$ cat src/hdl/rcmm_pkg.sv
// Shared types, codes and timing constants of the RCMM frame encoder.
// No dependencies; imported by every module of the block.
package rcmm_pkg;

	localparam int WORD_BITS_DEF = 32;

	localparam int DUR_W    = 5;
	localparam int PAIRS_W  = 5;
	localparam int PAUSE_W  = 8;
	localparam int CMD_W    = 32;
	localparam int CFG_IDX_W  = 2;
	localparam int CFG_DATA_W = 8;

	// Segment lengths in carrier periods
	localparam logic [DUR_W-1:0] HEAD_MARK_LEN  = 5'd15;
	localparam logic [DUR_W-1:0] HEAD_SPACE_LEN = 5'd10;
	localparam logic [DUR_W-1:0] SYM_MARK_LEN   = 5'd6;
	localparam logic [DUR_W-1:0] TRAIL_MARK_LEN = 5'd6;
	localparam logic [DUR_W-1:0] TRAIL_GAP_LEN  = 5'd1;
	localparam logic [DUR_W-1:0] PAUSE_SEG_LEN  = 5'd6;

	localparam logic [PAIRS_W-1:0] FRAME_PAIRS_RST = 5'd16;
	localparam logic [PAUSE_W-1:0] PAUSE_TICKS_RST = 8'd110;

	typedef enum logic [1:0] {
		MODE_TICK   = 2'd0,
		MODE_SEND   = 2'd1,
		MODE_REPEAT = 2'd2,
		MODE_STOP   = 2'd3
	} mode_t;

	typedef enum logic [CFG_IDX_W-1:0] {
		CFG_FRAME_PAIRS = 2'd0,
		CFG_TRAILER_EN  = 2'd1,
		CFG_PAUSE_TICKS = 2'd2,
		CFG_UNUSED      = 2'd3
	} cfg_idx_t;

	typedef enum logic [6:0] {
		PH_IDLE       = 7'b0000001,
		PH_HEAD_MARK  = 7'b0000010,
		PH_HEAD_SPACE = 7'b0000100,
		PH_SYM_MARK   = 7'b0001000,
		PH_SYM_SPACE  = 7'b0010000,
		PH_TRAIL      = 7'b0100000,
		PH_PAUSE      = 7'b1000000
	} phase_t;

	typedef struct packed {
		mode_t            mode;
		logic [CMD_W-1:0] command;
	} item_t;

	typedef struct packed {
		logic             carrier_on;
		logic [DUR_W-1:0] duration;
		logic             duration_valid;
		logic             frame_active;
	} res_t;

	typedef struct packed {
		logic             we;
		cfg_idx_t         idx;
		logic [CFG_DATA_W-1:0] data;
	} cfg_wr_t;

	function automatic logic [DUR_W-1:0] space_len(input logic [1:0] sym);
		logic [DUR_W-1:0] len;
		case (sym)
			2'd0:    len = 5'd10;
			2'd1:    len = 5'd16;
			2'd2:    len = 5'd22;
			default: len = 5'd28;
		endcase
		return len;
	endfunction

endpackage

$ cat src/hdl/rcmm_in_stage.sv
// Input register of the RCMM encoder: holds one accepted event beat.
// Depends on rcmm_pkg.
module rcmm_in_stage
	import rcmm_pkg::*;
(
	input  logic  clk,
	input  logic  arst_n,
	input  logic  in_valid,
	output logic  in_stall,
	input  item_t in_item,
	input  logic  adv,
	output logic  valid_s1,
	output item_t item_s1
);

	logic take;

	assign in_stall = valid_s1 & ~adv;
	assign take     = in_valid & ~in_stall;

	always_ff @(posedge clk or negedge arst_n) begin
		if (!arst_n) begin
			valid_s1 <= 1'b0;
		end else if (take) begin
			valid_s1 <= 1'b1;
		end else if (adv) begin
			valid_s1 <= 1'b0;
		end
	end

	always_ff @(posedge clk) begin
		if (take) begin
			item_s1 <= in_item;
		end
	end

endmodule

$ cat src/hdl/rcmm_seq.sv
// Frame sequencer of the RCMM encoder: frame state, settings and next-segment logic.
// Depends on rcmm_pkg.
module rcmm_seq
	import rcmm_pkg::*;
#(
	parameter int WORD_BITS = WORD_BITS_DEF
)(
	input  logic    clk,
	input  logic    arst_n,
	input  logic    adv,
	input  item_t   item_s1,
	input  cfg_wr_t cfg,
	output res_t    res
);

	phase_t               phase_q, phase_n;
	logic [WORD_BITS-1:0] shift_q, shift_n;
	logic [WORD_BITS-1:0] stored_q, stored_n;
	logic [PAIRS_W-1:0]   pair_q, pair_n;
	logic [PAUSE_W-1:0]   pause_q, pause_n;
	logic                 carrier_q, carrier_n;

	logic [PAIRS_W-1:0]   frame_pairs_q;
	logic                 trailer_en_q;
	logic [PAUSE_W-1:0]   pause_ticks_q, pause_ticks_n;

	logic [WORD_BITS-1:0] cmd;
	logic [DUR_W-1:0]     dur;
	logic                 dur_vld;
	logic                 start;

	assign cmd = item_s1.command[WORD_BITS-1:0];

	always_comb begin
		phase_n       = phase_q;
		shift_n       = shift_q;
		stored_n      = stored_q;
		pair_n        = pair_q;
		pause_n       = pause_q;
		carrier_n     = carrier_q;
		pause_ticks_n = pause_ticks_q;
		dur           = '0;
		dur_vld       = 1'b0;
		start         = 1'b0;

		unique case (item_s1.mode)
			MODE_SEND: begin
				stored_n = cmd;
				start    = (cmd != '0) && (phase_q == PH_IDLE);
			end
			MODE_REPEAT: begin
				start = (stored_q != '0) && (phase_q == PH_IDLE);
			end
			MODE_STOP: begin
				stored_n = '0;
			end
			default: begin
				unique case (phase_q)
					PH_HEAD_MARK: begin
						carrier_n = 1'b1;
						dur       = HEAD_MARK_LEN;
						dur_vld   = 1'b1;
						phase_n   = PH_HEAD_SPACE;
					end
					PH_HEAD_SPACE: begin
						carrier_n = 1'b0;
						dur       = HEAD_SPACE_LEN;
						dur_vld   = 1'b1;
						phase_n   = PH_SYM_MARK;
					end
					PH_SYM_MARK: begin
						carrier_n = 1'b1;
						dur       = SYM_MARK_LEN;
						dur_vld   = 1'b1;
						phase_n   = PH_SYM_SPACE;
					end
					PH_SYM_SPACE: begin
						carrier_n = 1'b0;
						dur       = space_len(shift_q[WORD_BITS-1 -: 2]);
						dur_vld   = 1'b1;
						shift_n   = {shift_q[WORD_BITS-3:0], 2'b00};
						pair_n    = pair_q + 1'b1;
						phase_n   = (pair_n == frame_pairs_q) ? PH_TRAIL : PH_SYM_MARK;
					end
					PH_TRAIL: begin
						// without trailer the one-period gap keeps the held level
						if (trailer_en_q) begin
							carrier_n = 1'b1;
							dur       = TRAIL_MARK_LEN;
						end else begin
							dur = TRAIL_GAP_LEN;
						end
						dur_vld = 1'b1;
						phase_n = PH_PAUSE;
					end
					PH_PAUSE: begin
						carrier_n = 1'b0;
						dur       = PAUSE_SEG_LEN;
						dur_vld   = 1'b1;
						pause_n   = pause_q + 1'b1;
						if (pause_n >= pause_ticks_q) begin
							pair_n        = '0;
							pause_n       = '0;
							pause_ticks_n = PAUSE_TICKS_RST;
							phase_n       = PH_IDLE;
						end
					end
					default: begin
						carrier_n = 1'b0;
						phase_n   = PH_IDLE;
					end
				endcase
			end
		endcase

		if (start) begin
			shift_n = stored_n;
			phase_n = PH_HEAD_MARK;
		end
	end

	assign res.carrier_on     = carrier_n;
	assign res.duration       = dur;
	assign res.duration_valid = dur_vld;
	assign res.frame_active   = (phase_n != PH_IDLE);

	always_ff @(posedge clk or negedge arst_n) begin
		if (!arst_n) begin
			phase_q   <= PH_IDLE;
			shift_q   <= '0;
			stored_q  <= '0;
			pair_q    <= '0;
			pause_q   <= '0;
			carrier_q <= 1'b0;
		end else if (adv) begin
			phase_q   <= phase_n;
			shift_q   <= shift_n;
			stored_q  <= stored_n;
			pair_q    <= pair_n;
			pause_q   <= pause_n;
			carrier_q <= carrier_n;
		end
	end

	// settings; pause length falls back to its default at the end of each pause
	always_ff @(posedge clk or negedge arst_n) begin
		if (!arst_n) begin
			frame_pairs_q <= FRAME_PAIRS_RST;
			trailer_en_q  <= 1'b1;
			pause_ticks_q <= PAUSE_TICKS_RST;
		end else begin
			if (adv) begin
				pause_ticks_q <= pause_ticks_n;
			end
			if (cfg.we) begin
				unique case (cfg.idx)
					CFG_FRAME_PAIRS: frame_pairs_q <= cfg.data[PAIRS_W-1:0];
					CFG_TRAILER_EN:  trailer_en_q  <= cfg.data[0];
					CFG_PAUSE_TICKS: pause_ticks_q <= cfg.data[PAUSE_W-1:0];
					default: ;
				endcase
			end
		end
	end

endmodule

$ cat src/hdl/rcmm_out_stage.sv
// Result register of the RCMM encoder: holds one result beat until taken.
// Depends on rcmm_pkg.
module rcmm_out_stage
	import rcmm_pkg::*;
(
	input  logic clk,
	input  logic arst_n,
	input  logic valid_s1,
	input  res_t res,
	input  logic out_stall,
	output logic adv,
	output logic out_valid,
	output res_t res_q
);

	logic out_valid_q;

	assign adv       = valid_s1 & (~out_valid_q | ~out_stall);
	assign out_valid = out_valid_q;

	always_ff @(posedge clk or negedge arst_n) begin
		if (!arst_n) begin
			out_valid_q <= 1'b0;
		end else if (adv) begin
			out_valid_q <= 1'b1;
		end else if (!out_stall) begin
			out_valid_q <= 1'b0;
		end
	end

	always_ff @(posedge clk) begin
		if (adv) begin
			res_q <= res;
		end
	end

endmodule

$ cat src/hdl/rcmm_ir_frame_encoder_core.sv
// RCMM infrared frame encoder, top level.
// Usage:
//   Event beats arrive on in_valid/in_stall with mode and command: tick (the
//   current carrier segment is over), send, repeat or stop. Every event beat
//   yields exactly one result beat on out_valid/out_stall: carrier_on, duration,
//   duration_valid and frame_active. A tick during a frame gives the next
//   segment; other events report duration 0 with duration_valid low.
//   Settings are written through cfg_we/cfg_idx/cfg_wdata while the block is
//   idle: frame_pairs, trailer_enable, pause_ticks. pause_ticks returns to 110
//   at the end of every pause.
// Timing:
//   An accepted event passes the input register, then the next-segment logic
//   feeding the result register, which raises out_valid. One event per cycle
//   is sustained while the receiver does not stall; the frame state updates
//   once per event, which sets this rate.
//   When the receiver stalls, the result register holds its beat and the
//   input register fills; in_stall rises once both are occupied.
//   Reset clears the frame state, the stored command and the valid flags of
//   both registers and loads the default settings.
// Depends on rcmm_pkg, rcmm_in_stage, rcmm_seq, rcmm_out_stage.
module rcmm_ir_frame_encoder_core
	import rcmm_pkg::*;
#(
	parameter int WORD_BITS = WORD_BITS_DEF
)(
	input  logic                  clk,
	input  logic                  arst_n,
	input  logic                  in_valid,
	output logic                  in_stall,
	input  logic [1:0]            mode,
	input  logic [CMD_W-1:0]      command,
	output logic                  out_valid,
	input  logic                  out_stall,
	output logic                  carrier_on,
	output logic [DUR_W-1:0]      duration,
	output logic                  duration_valid,
	output logic                  frame_active,
	input  logic                  cfg_we,
	input  logic [CFG_IDX_W-1:0]  cfg_idx,
	input  logic [CFG_DATA_W-1:0] cfg_wdata
);

	item_t   in_item;
	item_t   item_s1;
	logic    valid_s1;
	logic    adv;
	res_t    res;
	res_t    res_q;
	cfg_wr_t cfg;

	assign in_item.mode    = mode_t'(mode);
	assign in_item.command = command;

	assign cfg.we   = cfg_we;
	assign cfg.idx  = cfg_idx_t'(cfg_idx);
	assign cfg.data = cfg_wdata;

	rcmm_in_stage u_in (
		.clk      (clk),
		.arst_n   (arst_n),
		.in_valid (in_valid),
		.in_stall (in_stall),
		.in_item  (in_item),
		.adv      (adv),
		.valid_s1 (valid_s1),
		.item_s1  (item_s1)
	);

	rcmm_seq #(
		.WORD_BITS (WORD_BITS)
	) u_seq (
		.clk     (clk),
		.arst_n  (arst_n),
		.adv     (adv),
		.item_s1 (item_s1),
		.cfg     (cfg),
		.res     (res)
	);

	rcmm_out_stage u_out (
		.clk       (clk),
		.arst_n    (arst_n),
		.valid_s1  (valid_s1),
		.res       (res),
		.out_stall (out_stall),
		.adv       (adv),
		.out_valid (out_valid),
		.res_q     (res_q)
	);

	assign carrier_on     = res_q.carrier_on;
	assign duration       = res_q.duration;
	assign duration_valid = res_q.duration_valid;
	assign frame_active   = res_q.frame_active;

endmodule

$ cat config.mk
export PLATFORM = sky130hd
export DESIGN_NAME = rcmm_ir_frame_encoder_core
export DESIGN_NICKNAME = d
export VERILOG_FILES = /design/src/hdl/rcmm_pkg.sv /design/src/hdl/rcmm_in_stage.sv /design/src/hdl/rcmm_seq.sv /design/src/hdl/rcmm_out_stage.sv /design/src/hdl/rcmm_ir_frame_encoder_core.sv
export SDC_FILE = /design/constraint.sdc
export NUM_CORES = 1
export LEC_CHECK = 0
export BUFFER_PORTS_ARGS = -buffer_cell sky130_fd_sc_hd__buf_2
export CAP_MARGIN = 0
export CORE_ASPECT_RATIO = 1.75
export CORE_MARGIN = 5
export CORE_UTILIZATION = 40
export DETAILED_ROUTE_END_ITERATION = 10
export SYNTH_ARGS = -nofsm -noshare
export SYNTH_HDL_FRONTEND = slang
export SYNTH_SLANG_ARGS = --single-unit
$ cat constraint.sdc
create_clock -name clk -period 4.8 [get_ports clk]
set_input_delay 0.48 -clock clk [delete_from_list [all_inputs] [get_ports clk]]
set_output_delay 0.48 -clock clk [all_outputs]
set_load 0.02 [all_outputs]
---- Word-level counts from Yosys, hierarchy flattened ----
Cells that the tools add are included.
cells by class
  bitwise gates (word level) .............. 9
  multiplexer cells ....................... 30
  add/subtract/negate cells ............... 2
  reductions and logical operators ........ 18
  equal/unequal tests ..................... 19
  magnitude comparators ................... 1
operators by type and width
  kind                                                   number
  two-way mux 32 bit                                     3
  case mux 32 bit (2 select lines)                       1
  nonzero test 32 bit                                    2
  two-way mux 8 bit                                      7
  case mux 7 bit (6 select lines)                        1
  case mux 5 bit (5 select lines)                        1
  two-way mux 7 bit                                      3
  case mux 5 bit (3 select lines)                        1
  case mux 5 bit (2 select lines)                        1
  adder 8 x 1 -> 8 bit, second input constant            1
  equality test 2 bit, second input constant             4
  greater-or-equal comparator 8 bit                      1
  equality test 7 x 1 -> 1 bit, second input constant    1
  equality test 7 x 2 -> 1 bit, second input constant    1
  equality test 7 x 3 -> 1 bit, second input constant    1
  equality test 7 x 4 -> 1 bit, second input constant    1
  equality test 7 x 5 -> 1 bit, second input constant    1
  equality test 7 x 6 -> 1 bit, second input constant    1
  equality test 7 bit, second input constant             1
  two-way mux 1 bit                                      7
  inequality test 7 x 1 -> 1 bit, second input constant  1
  equality test 2 x 1 -> 1 bit, second input constant    3
  two-way mux 6 bit                                      1
  inequality test 2 x 1 -> 1 bit, second input constant  3
  other kinds (17)                                       31
storage, ports and cells
  input bits .............................. 49
  output and inout bits ................... 10
  flip-flop bits (word level) ............. 143

---- Longest topological paths before layout ----
  depth after elaboration ................. 8
  gate-level depth with buffers ........... 12

---- By module ----
Synthesis repeated with hierarchy kept, for this count alone.
second synthesis, totals
  cells, all modules ...................... 630
  area, all modules ....................... 6716.4 um^2
modules (own cells, without submodules)
  module          cells an instance  times used  seq. area each (um^2)  area an instance (um^2)
  rcmm_seq        580                1           2487.4                 5353.9
  rcmm_in_stage   39                 1           1046.0                 1078.5
  rcmm_out_stage  11                 1           265.3                  284.0

---- Worst setup path before layout ----
OpenSTA, ideal clock, no wires.
  path type ............................... flip-flop to flip-flop
  start point ............................. reg u_seq.phase_q[2]
  end point ............................... reg u_seq.shift_q[0]
  data arrival time ....................... 2.396 ns
  setup slack ............................. 2.258 ns
  period minus slack after synthesis ...... 2.542 ns
  path buffers ............................ 4
  data required time ...................... 4.655 ns
  cell stages (with the launch flop) ...... 10
  setup time .............................. 0.145 ns
  path through ............................ dfrtp_1 -> clkbuf_1 -> or4_4 -> or4b_1 -> buf_2 -> or4_4 -> buf_6 -> buf_6 -> nand2_1 -> mux2i_1
between the ends
  cells in the longest elaborated chain, start to end .. 5
  elaborated cells between the ends (all ways) .. 9
  classes of those cells .................. eq/ne: 3; mux: 2; reduce/logical: 4
ends and longest elaborated chain
  item                                                                                   line                            RTL
  start, declared                                                                        rcmm_seq.sv:16                  phase_t phase_q, phase_n;
  start signal, assigned                                                                 rcmm_seq.sv:136                 phase_q <= phase_n;
  equality test 7 x 1 -> 1 bit                                                           rcmm_seq.sv:49, rcmm_seq.sv:52
  logical AND 1 bit, on equally long branches                                            rcmm_seq.sv:52, rcmm_seq.sv:49
  case mux 1 bit (2 select lines)                                                        rcmm_seq.sv:46                  unique case (item_s1.mode)
  inequality test 2 x 1 -> 1 bit (no line) / nonzero test 2 bit (equally long branches)  n/a
  AND reduction 3 bit (no line)                                                          n/a
  end signal, assigned                                                                   rcmm_seq.sv:137                 shift_q <= shift_n;
  end, declared                                                                          rcmm_seq.sv:17                  logic [WORD_BITS-1:0] shift_q, shift_n;
Parallel ways exist; a longest one is shown, timed or not.
A chain may end at the register's enable or synchronous reset.

---- Final worst setup path ----
  start point ............................. reg u_seq.phase_q[3]
  end point ............................... reg u_seq.shift_q[2]
Same word-level chain as after synthesis.

==> results.ini <==
[global_routing]
antenna_found_initial=0
grt_pass1_vias=5148
grt_overflow_total=0
grt_max_degree=68
groute.usage.overall=0.1643
grt_pass1_wl_um=25540

[logic_synthesis]
ys_seq_elements=143
synth_compound_area_frac=0.1649
syn_area_per_cell_um2=10.59
yosysSeqAreaShare=0.5613
synth_cell_types=51
synthXorXnorAreaFrac=0.02200
synth_warnings=0
synth_nets=705
syn_inst=639
synthFlopType=dfrtp_1
netlist_area_mm2=0.006768
synth_top_family_by_area=simple AND/OR/NAND/NOR gates
async_reset_ff_frac=0.7063
synthSimpleGateAreaFrac=0.1695
synth_fa_ha_area_frac=0.03143
synthMuxAreaShare=0.01461
synth_edf_count=42

[clock_network]
post_cts_buffers=0
cts_made_buffers=17
root_buffer=clkbuf_16
htreeDepth=4
cts_hold_repair.buffers=0
cts_buffer_depth=2
cts_tree=built
cts.sinks=143
clk_pin_slew_worst_paths_ns=0.07
insertion_delay_ns=0.42
cts_resized=0

[setup_path]
cp-startpoint=u_seq.phase_q[3]$_DFFE_PN0P_
critPathLaunchType=flop
cp_max_fo=16
critPathKind=reg2reg
r2r_end=u_seq.shift_q[2]$_DFFE_PN0P_
regToRegSetupSlack_ns=1.82
r2r-start=u_seq.phase_q[3]$_DFFE_PN0P_
cp.required_ns=5.14
cp-endpoint=u_seq.shift_q[2]$_DFFE_PN0P_
critPathCaptureType=flop
crit_arrival_ns=3.31
reg2reg_depth=7

[die]
die_w_um=108.3
row_count=63
initial_utilization=0.4031
coreArea_mm2=0.01679
fp.dieArea_mm2=0.01972
io_pins=59
die_height_um=182.1

[drt]
dr.first_iter.drc_count=237
post_drt_wl_per_cell_um=16.87
drtPass1Iterations=5
via_per_inst=5.452
wirelength_um=15570
postRouteAntennaNets=0
drcViolationCount=0
vias=5032

[run]
cap_violations=0

[sta]
hold_violations=0
period_needed_ns=2.976
period_share=0.6200
setup_viol=0
timing.hold.ws_ns=0.1709
slew_headroom=0.2284
rsz0062_at_grt=no
tightest_slew_ns=1.157
fmax_mhz=336.0
tns_ns=0
drv_slew=0
fin_skew_ns=0.01324

[power_and_ir_drop]
max-vdd-ir-drop_mv=0.2146
power_density_mw_per_mm2=470.2
leakage_nw=3.437

[finish]
design_area_mm2=0.007805
drive_above_1_share=0.1739
syn_to_final_growth_pct=15.33
nFillCells=1552
diodes=0
fin_nets=749

[worst_hold_path]
hp-class=in2async

[placement]
port-buffer-count=58
dpl_cell_area_mm2=0.007232
place_congestion=0.8085
hpwl_um=10900

[run_status]
outcome=complete, no violations

-- flip-flops by register name (all words and copies together) (netlist names), 5 cells and up --
name	flops
u_seq.phase_q	7
u_seq.pause_q	8
u_seq.pause_ticks_q	8
u_out.res_q	8
u_in.item_s1	34
u_seq.shift_q	32
u_seq.pair_q	5
u_seq.stored_q	32
u_seq.frame_pairs_q	5
-- metrics by stage --
stage                       util  power (W)  std cells  setup slack, ns
final                     0.4649   0.003670        923            1.824
after global routing      0.4649   0.003891        923            1.499
after CTS                 0.4649   0.003699        923            1.802
after detailed placement  0.4307   0.002412        891            1.823
after global placement    0.4307   0.002380        891            1.962
after floorplan                -   0.002185        639            2.258
-- Yosys cell counts, types with 4 or more instances --
master	n	share of area
o21ai_0	13	0.0096
a22oi_1	30	0.033
inv_1	14	0.0078
nand2_1	55	0.031
dfstp_2	8	0.031
nand4_1	6	0.0055
a22o_1	5	0.0065
clkbuf_1	30	0.017
edfxtp_1	42	0.19
dfrtp_1	93	0.34
nor3b_1	33	0.037
a32o_1	7	0.010
nand3_1	13	0.0096
xnor2_1	6	0.0078
o21ai_1	30	0.022
nor2b_1	5	0.0046
xor2_1	11	0.014
buf_2	4	0.0030
a21o_1	30	0.033
mux2_2	7	0.012
buf_6	4	0.0067
nor3_1	7	0.0052
nor2_1	67	0.037
a21oi_1	41	0.030
ha_1	17	0.031
nor4_1	16	0.015
-- cell type report --
type                            count  area, um^2  area share
Timing Repair Buffer               66       352.8     0.04521
Tap cell                          227       284.0     0.03639
Clock buffer                       17       425.4     0.05450
Inverter                           15       56.30    0.007214
Clock inverter                     15       147.6     0.01892
Multi-Input combinational cell    440        2740      0.3511
Sequential cell                   143        3799      0.4867
-- cells by family after synthesis --
kind of cell	Yosys count
compound gates	173
xor+xnor	17
fa+ha+maj	17
buf+inv	56
flops	143
mux	9
simple gates	224
-- cells in the final DEF, fill, tap and decap left out, types with 11 or more instances in the layout --
master     instances
nor3b_1           33
clkbuf_16         17
nand2_1           54
inv_1             14
nor2_1            67
o21ai_0           13
xor2_1            11
a21o_1            30
buf_2             57
nor4_1            15
a22oi_1           30
nand3_1           13
o21ai_1           30
edfxtp_1          42
ha_1              16
dfrtp_1           93
a21oi_1           41
-- power breakdown --
| part | leakage (nW) | switching (W) | total [W] | internal, W |
|---|---|---|---|---|
| combinational | 1.46 | 0.000389 | 0.000679 | 0.000291 |
| clock | 0.269 | 0.000552 | 0.00128 | 0.000728 |
| sequential | 1.71 | 0.000191 | 0.00171 | 0.00152 |
-- routing by layer --
layer,global-route usage,vias to the layer above,share of wire
li1,-,2409,-
met3,0.02655,22,0.031
met5,0,-,0
met1,0.1876,2475,0.39
met4,0.05966,0,0.024
met2,0.3031,126,0.55
-- how the worst min path moves through the flow --
| stage | slack (ns) | to | cells after the start |
|---|---|---|---|
| floorplan | 0.18 | u_in.valid_s1$_DFFE_PN0P_ | 0 |
| finish | 0.17 | u_in.valid_s1$_DFFE_PN0P_ | 1 |
| CTS | 0.22 | u_in.item_s1[7]$_DFFE_PP_ | 1 |
| global route | 0.22 | u_in.item_s1[26]$_DFFE_PP_ | 1 |
| detailed placement | 0.48 | u_seq.stored_q[19]$_DFFE_PN0P_ | 1 |
| global placement | 0.48 | u_seq.stored_q[7]$_DFFE_PN0P_ | 1 |
-- critical path: stages, from the launching register on --
cell,delay (ns)
dfrtp_1,0.53
nor4_1,0.53
and4_1,0.33
o31ai_1,0.12
nor2_1,0.81
buf_4,0.37
a22oi_1,0.10
o21ai_1,0.10
No activity file was read; power rests on OpenSTA's default activity.
